<file path="config.mk">
export PLATFORM = sky130hd
export DESIGN_NAME = pid_regulator_integral_reset_unit
export DESIGN_NICKNAME = d
export VERILOG_FILES = /design/src/rtl/pidri_pkg.sv /design/src/rtl/pid_regulator_integral_reset_unit.sv
export SDC_FILE = /design/constraint.sdc
export NUM_CORES = 2
export LEC_CHECK = 0
export BUFFER_PORTS_ARGS = -buffer_cell sky130_fd_sc_hd__buf_2
export CAP_MARGIN = 15
export CORE_ASPECT_RATIO = 1.25
export CORE_MARGIN = 1
export CORE_UTILIZATION = 50
export CTS_BUF_LIST = sky130_fd_sc_hd__clkbuf_8
export DETAILED_ROUTE_END_ITERATION = 8
export GPL_ROUTABILITY_DRIVEN = 0
export PLACE_DENSITY = 0.65
export SETUP_SLACK_MARGIN = 0.02
export SYNTH_ARGS = -nofsm -noshare
export SYNTH_HDL_FRONTEND = slang
export SYNTH_SLANG_ARGS = --single-unit
</file>
<file path="constraint.sdc">
create_clock -name clk_i -period 12.07 [get_ports clk_i]
set_input_delay 0.6035 -clock clk_i [delete_from_list [all_inputs] [get_ports clk_i]]
set_output_delay 0.6035 -clock clk_i [all_outputs]
set_load 0.02 [all_outputs]
</file>
<file path="src/rtl/pidri_pkg.sv">
// ----------------------------------------------------------------------------
// pidri_pkg
// Shared constants for the PID regulator with integral reset.
// ----------------------------------------------------------------------------
package pidri_pkg;

  // Depth of the error log used for the derivative mean
  localparam int LOG_DEPTH = 1;
  localparam int LOG_IDX_W = (LOG_DEPTH > 1) ? $clog2(LOG_DEPTH) : 1;
  localparam int SUM_W     = 18 + ((LOG_DEPTH > 1) ? $clog2(LOG_DEPTH) : 0);

  // Log mean by reciprocal multiplication; exact while sum * (MUL * DEPTH - 2^SH)
  // stays below 2^SH, which holds for a depth of up to 16
  localparam int     MEAN_SH  = SUM_W + 4;
  localparam longint MEAN_MUL = ((longint'(1) << MEAN_SH) + LOG_DEPTH - 1) / LOG_DEPTH;
  localparam int     MEAN_P_W = SUM_W + MEAN_SH + 1;

  // Configuration register indexes
  localparam logic [1:0] REG_KP    = 2'd0;
  localparam logic [1:0] REG_KI    = 2'd1;
  localparam logic [1:0] REG_KD    = 2'd2;
  localparam logic [1:0] REG_LIMIT = 2'd3;

  // Divider for the derivative: 27-bit dividend, elapsed time divisor
  localparam int DIV_W     = 27;
  localparam int DEN_W     = 10;
  localparam int CNT_W     = 5;

  // 1000 = 125 * 8, so x * 65536 / 1000 = x * 8192 / 125: split x into
  // 125 * q + r, then the word is q * 8192 + r * 8192 / 125
  localparam int     MS_ODD    = 125;
  localparam int     MS_ODD_SH = 13;
  localparam int     RCP_Q_SH  = 34;
  localparam longint RCP_Q_MUL = ((longint'(1) << RCP_Q_SH) + MS_ODD - 1) / MS_ODD;
  localparam int     RCP_F_SH  = 27;
  localparam longint RCP_F_MUL = ((longint'(1) << RCP_F_SH) + MS_ODD - 1) / MS_ODD;

  // Drive clamp
  localparam logic signed [27:0] DRIVE_MAX = 28'sd127;
  localparam logic signed [27:0] DRIVE_MIN = -28'sd127;

endpackage

</file>
<file path="src/rtl/pid_regulator_integral_reset_unit.sv">
// ----------------------------------------------------------------------------
// pid_regulator_integral_reset_unit
// PID position regulator: one drive word per sample, integral cleared on
// setpoint change, error sign change or when above the limit.
// ----------------------------------------------------------------------------
// The 27-step restoring divide by the elapsed time takes most of the time from
// accept to drive. One sample at a time: the next one is taken the cycle after
// the drive word is loaded, and a stalled drive word blocks the last step and so
// holds the next sample off. Reset clears gains, limit, integral, error history
// and setpoint.
module pid_regulator_integral_reset_unit
  import pidri_pkg::*;
(
  input  logic               clk_i,
  input  logic               rst_ni,
  input  logic               cfg_we_i,
  input  logic [1:0]         cfg_idx_i,
  input  logic [15:0]        cfg_data_i,
  input  logic               in_valid_i,
  output logic               in_stall_o,
  input  logic signed [15:0] setpoint_i,
  input  logic signed [15:0] position_i,
  input  logic [9:0]         elapsed_ms_i,
  output logic               out_valid_o,
  input  logic               out_stall_i,
  output logic signed [7:0]  drive_o
);

  localparam logic [3:0] S_IDLE  = 4'd0;
  localparam logic [3:0] S_SUM   = 4'd1;
  localparam logic [3:0] S_MEAN  = 4'd2;
  localparam logic [3:0] S_MULED = 4'd3;
  localparam logic [3:0] S_INCA  = 4'd4;
  localparam logic [3:0] S_INCB  = 4'd5;
  localparam logic [3:0] S_INCC  = 4'd6;
  localparam logic [3:0] S_ACC   = 4'd7;
  localparam logic [3:0] S_DIVD  = 4'd8;
  localparam logic [3:0] S_MP    = 4'd9;
  localparam logic [3:0] S_MI    = 4'd10;
  localparam logic [3:0] S_MD    = 4'd11;
  localparam logic [3:0] S_FIN   = 4'd12;
  localparam logic [3:0] S_DRV   = 4'd13;

  logic [3:0] state_q, state_d;

  logic signed [15:0] kp_q, ki_q, kd_q;
  logic [15:0]        limit_q;

  logic signed [47:0] acc_q, acc_d;
  logic signed [17:0] prev_q, prev_d;
  logic signed [17:0] log_q [LOG_DEPTH];
  logic signed [17:0] log_d [LOG_DEPTH];
  logic signed [15:0] held_q, held_d;

  logic signed [17:0] err_q, err_d;
  logic [9:0]         dt_q, dt_d;
  logic signed [SUM_W-1:0] sum_q, sum_d;
  logic [LOG_IDX_W-1:0]    idx_q, idx_d;
  logic signed [18:0] diff_q, diff_d;
  logic signed [27:0] deriv_q, deriv_d;
  logic signed [49:0] prod_q, prod_d;
  logic signed [51:0] total_q, total_d;

  logic               drive_valid_q, drive_valid_d;
  logic signed [7:0]  drive_q, drive_d;

  // integral increment by reciprocal multiplication
  logic [20:0]        rcp_quo_q, rcp_quo_d;
  logic [6:0]         rcp_rem_q, rcp_rem_d;
  logic [33:0]        inc_mag_q, inc_mag_d;
  logic [54:0]        rcp_q_p;
  logic [27:0]        quo_x_odd;
  logic [40:0]        rcp_f_p;

  // divider
  logic              div_run_q, div_run_d;
  logic [CNT_W-1:0]  div_cnt_q, div_cnt_d;
  logic [DIV_W-1:0]  div_num_q, div_num_d;
  logic [DEN_W:0]    div_rem_q, div_rem_d;
  logic [DEN_W-1:0]  div_den_q, div_den_d;
  logic              div_neg_q, div_neg_d;
  logic [DEN_W:0]    rem_sh;
  logic [DEN_W:0]    rem_sub;

  // shared multiplier
  logic signed [33:0] mul_a;
  logic signed [15:0] mul_b;
  logic signed [49:0] mul_p;

  logic [SUM_W-1:0]   sum_mag;
  logic [MEAN_P_W-1:0] mean_p;
  logic [17:0]        mean_mag;
  logic [49:0]        prod_mag;
  logic [18:0]        diff_mag;
  logic signed [18:0] mean_s;
  logic signed [47:0] inc_s;
  logic signed [47:0] acc_new;
  logic [47:0]        acc_mag;
  logic               sign_diff;
  logic signed [51:0] prod_ext;
  logic signed [27:0] drv_t;
  logic               drv_adj;

  assign in_stall_o  = (state_q != S_IDLE);
  assign out_valid_o = drive_valid_q;
  assign drive_o     = drive_q;

  assign mul_p    = mul_a * mul_b;
  assign sum_mag  = sum_q[SUM_W-1] ? SUM_W'(-sum_q) : SUM_W'(sum_q);
  assign prod_mag = prod_q[49] ? 50'(-prod_q) : 50'(prod_q);
  assign diff_mag = diff_q[18] ? 19'(-diff_q) : 19'(diff_q);
  assign prod_ext = {{2{prod_q[49]}}, prod_q};

  assign mean_p   = MEAN_P_W'(sum_mag) * MEAN_P_W'(MEAN_MUL);
  assign mean_mag = mean_p[MEAN_SH +: 18];

  assign rcp_q_p   = 55'(prod_mag[26:0]) * 55'(RCP_Q_MUL);
  assign quo_x_odd = 28'(rcp_quo_q) * 28'(MS_ODD);
  assign rcp_f_p   = (41'(rcp_rem_q) << MS_ODD_SH) * 41'(RCP_F_MUL);

  assign rem_sh  = {div_rem_q[DEN_W-1:0], div_num_q[DIV_W-1]};
  assign rem_sub = rem_sh - {1'b0, div_den_q};

  assign mean_s = sum_q[SUM_W-1] ? -$signed({1'b0, mean_mag})
                                 : $signed({1'b0, mean_mag});
  assign inc_s  = prod_q[49] ? -$signed({14'b0, inc_mag_q})
                             : $signed({14'b0, inc_mag_q});
  assign acc_new = acc_q + inc_s;
  assign acc_mag = acc_new[47] ? 48'(-acc_new) : 48'(acc_new);
  assign sign_diff = ((prev_q == 18'sd0) != (err_q == 18'sd0)) ||
                     (prev_q[17] != err_q[17]);

  // truncate toward zero: floor, then bump negatives with a remainder
  assign drv_adj = total_q[51] && (total_q[23:0] != 24'd0);
  assign drv_t   = total_q[51:24] + 28'(drv_adj);

  always_comb begin
    state_d       = state_q;
    acc_d         = acc_q;
    prev_d        = prev_q;
    log_d         = log_q;
    held_d        = held_q;
    err_d         = err_q;
    dt_d          = dt_q;
    sum_d         = sum_q;
    idx_d         = idx_q;
    diff_d        = diff_q;
    deriv_d       = deriv_q;
    prod_d        = prod_q;
    total_d       = total_q;
    drive_d       = drive_q;
    drive_valid_d = drive_valid_q && out_stall_i;
    rcp_quo_d     = rcp_quo_q;
    rcp_rem_d     = rcp_rem_q;
    inc_mag_d     = inc_mag_q;
    div_run_d     = div_run_q;
    div_cnt_d     = div_cnt_q;
    div_num_d     = div_num_q;
    div_rem_d     = div_rem_q;
    div_den_d     = div_den_q;
    div_neg_d     = div_neg_q;
    mul_a         = 34'(err_q);
    mul_b         = kp_q;

    // one restoring step per cycle while the divider runs
    if (div_run_q && div_cnt_q != '0) begin
      div_cnt_d = div_cnt_q - CNT_W'(1);
      if (!rem_sub[DEN_W]) begin
        div_rem_d = rem_sub;
        div_num_d = {div_num_q[DIV_W-2:0], 1'b1};
      end else begin
        div_rem_d = rem_sh;
        div_num_d = {div_num_q[DIV_W-2:0], 1'b0};
      end
    end

    unique case (state_q)
      S_IDLE: begin
        if (in_valid_i) begin
          err_d = 18'(setpoint_i) - 18'(position_i);
          dt_d  = (elapsed_ms_i == 10'd0) ? 10'd1 : elapsed_ms_i;
          if (setpoint_i != held_q) begin
            held_d = setpoint_i;
            acc_d  = '0;
          end
          sum_d   = '0;
          idx_d   = '0;
          state_d = S_SUM;
        end
      end
      S_SUM: begin
        sum_d = sum_q + SUM_W'(log_q[idx_q]);
        idx_d = idx_q + LOG_IDX_W'(1);
        if (idx_q == LOG_IDX_W'(LOG_DEPTH - 1)) state_d = S_MEAN;
      end
      S_MEAN: begin
        diff_d  = 19'(err_q) - mean_s;
        state_d = S_MULED;
      end
      S_MULED: begin
        mul_a   = 34'(err_q);
        mul_b   = $signed({6'b0, dt_q});
        prod_d  = mul_p;
        state_d = S_INCA;
      end
      S_INCA: begin
        rcp_quo_d = rcp_q_p[RCP_Q_SH +: 21];
        state_d   = S_INCB;
      end
      S_INCB: begin
        rcp_rem_d = 7'(28'(prod_mag[26:0]) - quo_x_odd);
        state_d   = S_INCC;
      end
      S_INCC: begin
        inc_mag_d = {rcp_quo_q, rcp_f_p[RCP_F_SH +: MS_ODD_SH]};
        state_d   = S_ACC;
      end
      S_ACC: begin
        if (sign_diff || (acc_mag > {16'b0, limit_q, 16'b0})) acc_d = '0;
        else acc_d = acc_new;
        state_d = S_DIVD;
      end
      S_DIVD: begin
        if (!div_run_q) begin
          div_run_d = 1'b1;
          div_cnt_d = CNT_W'(DIV_W);
          div_num_d = DIV_W'({diff_mag, 8'b0});
          div_rem_d = '0;
          div_den_d = dt_q;
          div_neg_d = diff_q[18];
        end else if (div_cnt_q == '0) begin
          div_run_d = 1'b0;
          deriv_d   = div_neg_q ? -$signed({1'b0, div_num_q[26:0]})
                                : $signed({1'b0, div_num_q[26:0]});
          state_d   = S_MP;
        end
      end
      S_MP: begin
        mul_a   = 34'(err_q);
        mul_b   = kp_q;
        prod_d  = mul_p;
        total_d = '0;
        state_d = S_MI;
      end
      S_MI: begin
        mul_a   = acc_q[33:0];
        mul_b   = ki_q;
        prod_d  = mul_p;
        total_d = total_q + {prod_ext[35:0], 16'b0};
        state_d = S_MD;
      end
      S_MD: begin
        mul_a   = 34'(deriv_q);
        mul_b   = kd_q;
        prod_d  = mul_p;
        total_d = total_q + prod_ext;
        state_d = S_FIN;
      end
      S_FIN: begin
        total_d = total_q + {prod_ext[43:0], 8'b0};
        prev_d  = err_q;
        for (int k = 0; k < LOG_DEPTH - 1; k++) log_d[k] = log_q[k+1];
        log_d[LOG_DEPTH-1] = err_q;
        state_d = S_DRV;
      end
      S_DRV: begin
        // hold until the output register is free
        if (!drive_valid_q || !out_stall_i) begin
          if (drv_t > DRIVE_MAX)      drive_d = 8'sd127;
          else if (drv_t < DRIVE_MIN) drive_d = -8'sd127;
          else                        drive_d = drv_t[7:0];
          drive_valid_d = 1'b1;
          state_d       = S_IDLE;
        end
      end
      default: state_d = S_IDLE;
    endcase
  end

  always_ff @(posedge clk_i or negedge rst_ni) begin
    if (!rst_ni) begin
      state_q       <= S_IDLE;
      kp_q          <= '0;
      ki_q          <= '0;
      kd_q          <= '0;
      limit_q       <= '0;
      acc_q         <= '0;
      prev_q        <= '0;
      held_q        <= '0;
      drive_valid_q <= 1'b0;
      div_run_q     <= 1'b0;
      div_cnt_q     <= '0;
      for (int k = 0; k < LOG_DEPTH; k++) log_q[k] <= '0;
    end else begin
      state_q       <= state_d;
      acc_q         <= acc_d;
      prev_q        <= prev_d;
      held_q        <= held_d;
      log_q         <= log_d;
      drive_valid_q <= drive_valid_d;
      div_run_q     <= div_run_d;
      div_cnt_q     <= div_cnt_d;
      if (cfg_we_i) begin
        unique case (cfg_idx_i)
          REG_KP:    kp_q    <= cfg_data_i;
          REG_KI:    ki_q    <= cfg_data_i;
          REG_KD:    kd_q    <= cfg_data_i;
          REG_LIMIT: limit_q <= cfg_data_i;
          default:   ;
        endcase
      end
    end
  end

  always_ff @(posedge clk_i) begin
    err_q     <= err_d;
    dt_q      <= dt_d;
    sum_q     <= sum_d;
    idx_q     <= idx_d;
    diff_q    <= diff_d;
    deriv_q   <= deriv_d;
    prod_q    <= prod_d;
    total_q   <= total_d;
    drive_q   <= drive_d;
    rcp_quo_q <= rcp_quo_d;
    rcp_rem_q <= rcp_rem_d;
    inc_mag_q <= inc_mag_d;
    div_num_q <= div_num_d;
    div_rem_q <= div_rem_d;
    div_den_q <= div_den_d;
    div_neg_q <= div_neg_d;
  end

endmodule

</file>
==> results_tabular.tex <==
\begin{tabular}{lr}
\hline
Metric & Value \\
\hline
\multicolumn{2}{l}{\textbf{Layout}} \\
\quad Final design area excluding fillers & 69560 um2 \\
\quad Storage cell area & 12930 um2 \\
\quad Area of the multi-input gates & 47350 um2 \\
\quad Area growth from synthesis to layout & 6.642\% \\
\quad Ratio of cells with drive above 1 in the final layout & 6.263\% \\
\quad Final design utilization & 53.95\% \\
\quad Fillcell total & 11770 \\
\quad Final-stage net count & 8701 \\
\multicolumn{2}{l}{\textbf{Critical path}} \\
\quad Worst-path maximum fanout & 40 \\
\quad Worst setup slack for register-to-register paths & $\sim$1200 ps \\
\quad Crit path capture & prod\_q[49] \\
\quad Path depth of the worst reg2reg path & 31 \\
\quad Cell with the biggest individual delay on the critical path & dfrtp\_2 \\
\quad Capture point of the worst reg-to-reg path & prod\_q[49] \\
\quad Origin of the worst setup path & state\_q[0] \\
\quad Worst setup SP type & flip-flop \\
\quad Longest individual stage delay on the worst path & 940 ps \\
\quad Worst Path Required & 12610 ps \\
\quad Launching point of the worst reg2reg path & state\_q[0] \\
\quad Kind of end point of the critical path & flip-flop \\
\quad Critical Setup Path Class & reg -> reg \\
\quad CP Data Arrival Time & 11410 ps \\
\quad Library cell appearing most often on the critical path & fa\_1 \\
\multicolumn{2}{l}{\textbf{Logic synthesis}} \\
\quad Cell types with the highest counts after synthesis & 1116 x inv\_1, 764 x fa\_1, 745 x ha\_1 \\
\quad Count of yosys warnings during synthesis & 0 \\
\quad Number of instances in the synthesized netlist & 7082 \\
\quad Post-synth cell types & 93 \\
\quad Cell with the most instances after synthesis & inv\_1 \\
\quad Cell types occupying the most area after synthesis & fa\_1 23\%, ha\_1 14\%, edfxtp\_1 13\% \\
\quad Flip-flop and latch count after synthesis & 469 \\
\quad Post-synthesis cell area & 65230 um2 \\
\quad Syn Nets & roughly 8700 \\
\quad Dominant cell type by area after synthesis & fa\_1 \\
\quad Prevailing post-synth register cell & edfxtp\_1 \\
\quad EDFF count, synth & approximately 280 \\
\quad Sequential element share of the synthesized area & about 20\% \\
\quad Mean instance size in the synthesized netlist & 9.211 um2 \\
\quad Area share of the largest cell type after synthesis & 23.45\% \\
\quad Async set or reset register ratio after synthesis & between 30 and 40\% \\
\multicolumn{2}{l}{\textbf{Drt}} \\
\quad TritonRoute pass-1 iters & 8 \\
\quad Post-detailed-routing wire length & 194.3 mm \\
\quad Number of nets with antenna violations after routing & 0 \\
\quad DRC & 0 \\
\quad Vias per Instance & 5.841 \\
\quad Per-cell routed wire length & roughly 22 um \\
\quad Routed via count & between 50000 and 60000 \\
\quad Initial detailed-routing violation count & roughly 4300 \\
\multicolumn{2}{l}{\textbf{CTS}} \\
\quad Depth of the CTS H-tree & 3 \\
\quad Total clock buffers created by CTS & 87 \\
\quad CTS clk-pin slew, worst paths & 70 ps \\
\quad Post-cts sizing count & 0 \\
\quad Clock sinks & 469 \\
\quad Worst-Skew Late Latency & roughly 830 ps \\
\quad Clock tree from TritonCTS & built \\
\quad Clk Tree Root Cell & clkbuf\_8 \\
\quad Number of buffers on the longest clock path & 3 \\
\multicolumn{2}{l}{\textbf{STA}} \\
\quad Total negative slack & 0 ps \\
\quad Shortest clock period the worst path allows after layout & 10880 ps \\
\quad Maximum frequency from static timing analysis & 91.95 MHz \\
\quad Setup slack of the critical path after layout & $\sim$1200 ps \\
\quad Hold Fails Final Rpt & 0 \\
\quad Worst-case clock skew & approximately 94 ps \\
\quad Setup repair after global routing missed its margin & false \\
\quad Final Slew Violations & 0 \\
\quad Setup-violating endpoint count in the final report & 0 \\
\quad Headroom to the max-slew limit & between 10\% and 20\% \\
\quad Actual slew at the worst max-slew pin & around 1300 ps \\
\quad Tcrit/Tclk final & 90.10\% \\
\multicolumn{2}{l}{\textbf{Placement}} \\
\quad Sum of net half-perimeters after detailed placement & 157.0 mm \\
\quad Count of input and output buffers & 74 \\
\quad Placement Setup Slack & around 1300 ps \\
\quad Standard cell area after detailed placement & around 68000 um2 \\
\multicolumn{2}{l}{\textbf{Floorplanning}} \\
\quad Number of placement rows & 147 \\
\quad Number of top-level design ports & 75 \\
\quad Starting Density & approximately 51\% \\
\quad Width of the die & 325.1 um \\
\quad Core region area & 128900 um2 \\
\quad Height of the die & between 400 and 500 um \\
\quad Overall die area & $\sim$130000 um2 \\
\multicolumn{2}{l}{\textbf{GRT}} \\
\quad Via count of the first global-routing pass & 53420 \\
\quad Maximum number of pins on one net before global-route repair & a little over 90 \\
\quad Global router's overall resource usage & 29.89\% \\
\quad Congestion Overflow GR & 0 \\
\quad Initial antenna violation count & 22 \\
\quad Wire length of the first global-routing pass & 302.8 mm \\
\multicolumn{2}{l}{\textbf{Status}} \\
\quad Result of the run & finished clean \\
\multicolumn{2}{l}{\textbf{Flow run}} \\
\quad Number of maximum-capacitance constraint violations & 0 \\
\multicolumn{2}{l}{\textbf{Min path}} \\
\quad Class of the tightest hold or removal check & in -> reg \\
\hline
\end{tabular}
-- stage by stage --
step | instances | hold WS [ps]
2_1_floorplan | 7082 | 307.9
3_3_place_gp | 8743 | 405.3
3_5_place_dp | 8743 | 406.5
4_1_cts | 8914 | 0.4707
5_1_grt | 8916 | 50.38
6_report | 8927 | 74.68
-- worst max-delay path: cells and delay by family (launching register included) --
kind,cells,cell delay [ps]
AO/OA/AOI/OAI,10,2750
XOR/XNOR,1,130
adder cells (fa/ha/maj),7,3380
buffers and inverters,4,1010
flip-flops,1,940
AND/OR/NAND/NOR,9,2320
-- cells by family after synthesis --
kind of cell / Yosys count / synth area share [%]
simple gates: 1877 / 13.36
fa+ha+maj: 1509 / 37.74
buf+inv: 1334 / 7.724
compound gates: 1323 / 13.27
flops: 469 / 19.83
xor+xnor: 446 / 6.017
mux: 124 / 2.072
-- placed cells by master (no fill, tap or decap), drive strengths merged, types with 51 or more instances in the layout --
| master | n |
|---|---|
| a21o | 147 |
| a21oi | 304 |
| buf | 164 |
| clkbuf | 89 |
| dfrtp | 156 |
| edfxtp | 276 |
| fa | 764 |
| ha | 745 |
| inv | 1147 |
| mux2 | 88 |
| nand2 | 707 |
| nand2b | 75 |
| nand3 | 110 |
| nand4 | 59 |
| nor2 | 486 |
| nor2b | 62 |
| nor3 | 79 |
| nor4 | 51 |
| o21a | 65 |
| o21ai | 319 |
| o21bai | 53 |
| xnor2 | 314 |
| xor2 | 132 |
-- layer usage --
layer / GRT usage, % / share of wire (%) / vias up
li1: - / - / 23966
met1: 36.38 / 38 / 25542
met2: 50.20 / 48 / 2032
met3: 5.045 / 7.7 / 605
met4: 16.99 / 6.4 / 2
met5: 0 / 0.0067 / -
-- what timing repair did --
action,4_1_cts,5_1_grt
hold buffers,8,0
setup endpoints to repair,0,0
endpoints found under the hold margin,97,0
buffers inserted,0,0
-- worst min path at each step --
stage | cells after the start | slack (ps) | from | end
after floorplan | 0 | 310 | rst_ni | acc_q[0]
after global placement | 0 | 410 | rcp_quo_q[17] | inc_mag_q[30]
after detailed placement | 0 | 410 | rcp_quo_q[8] | inc_mag_q[21]
after CTS | 2 | 0.5 | setpoint_i[9] | held_q[9]
after global routing | 2 | 50 | setpoint_i[10] | held_q[10]
final | 2 | 70 | setpoint_i[10] | held_q[10]
-- layout make-up --
class                   instances  area share, %
repair buffers                172          1.646
diodes                         13        0.04676
flip-flops and latches        469          18.59
clock inverters                74         0.7752
inverters                    1118          6.033
well taps                    1713          3.081
multi-input cells            5279          68.07
clock buffers                  89          1.761
-- sequential cells by signal (all words and copies together) (netlist names), 5 cells and up --
name and count:
acc_q 48, deriv_q 28, diff_q 19, div_cnt_q 5, div_den_q 10, div_num_q 27, div_rem_q 10, drive_o 8
dt_q 10, err_q 17, held_q 16, inc_mag_q 34, kd_q 16, ki_q 16, kp_q 16, limit_q 16
log_q 17, prod_q 50, rcp_quo_q 21, rcp_rem_q 7, sum_q 18, total_q 52
Power is not shown: default switching activity piles up to over one toggle a cycle in this logic, so the estimate is an artifact.
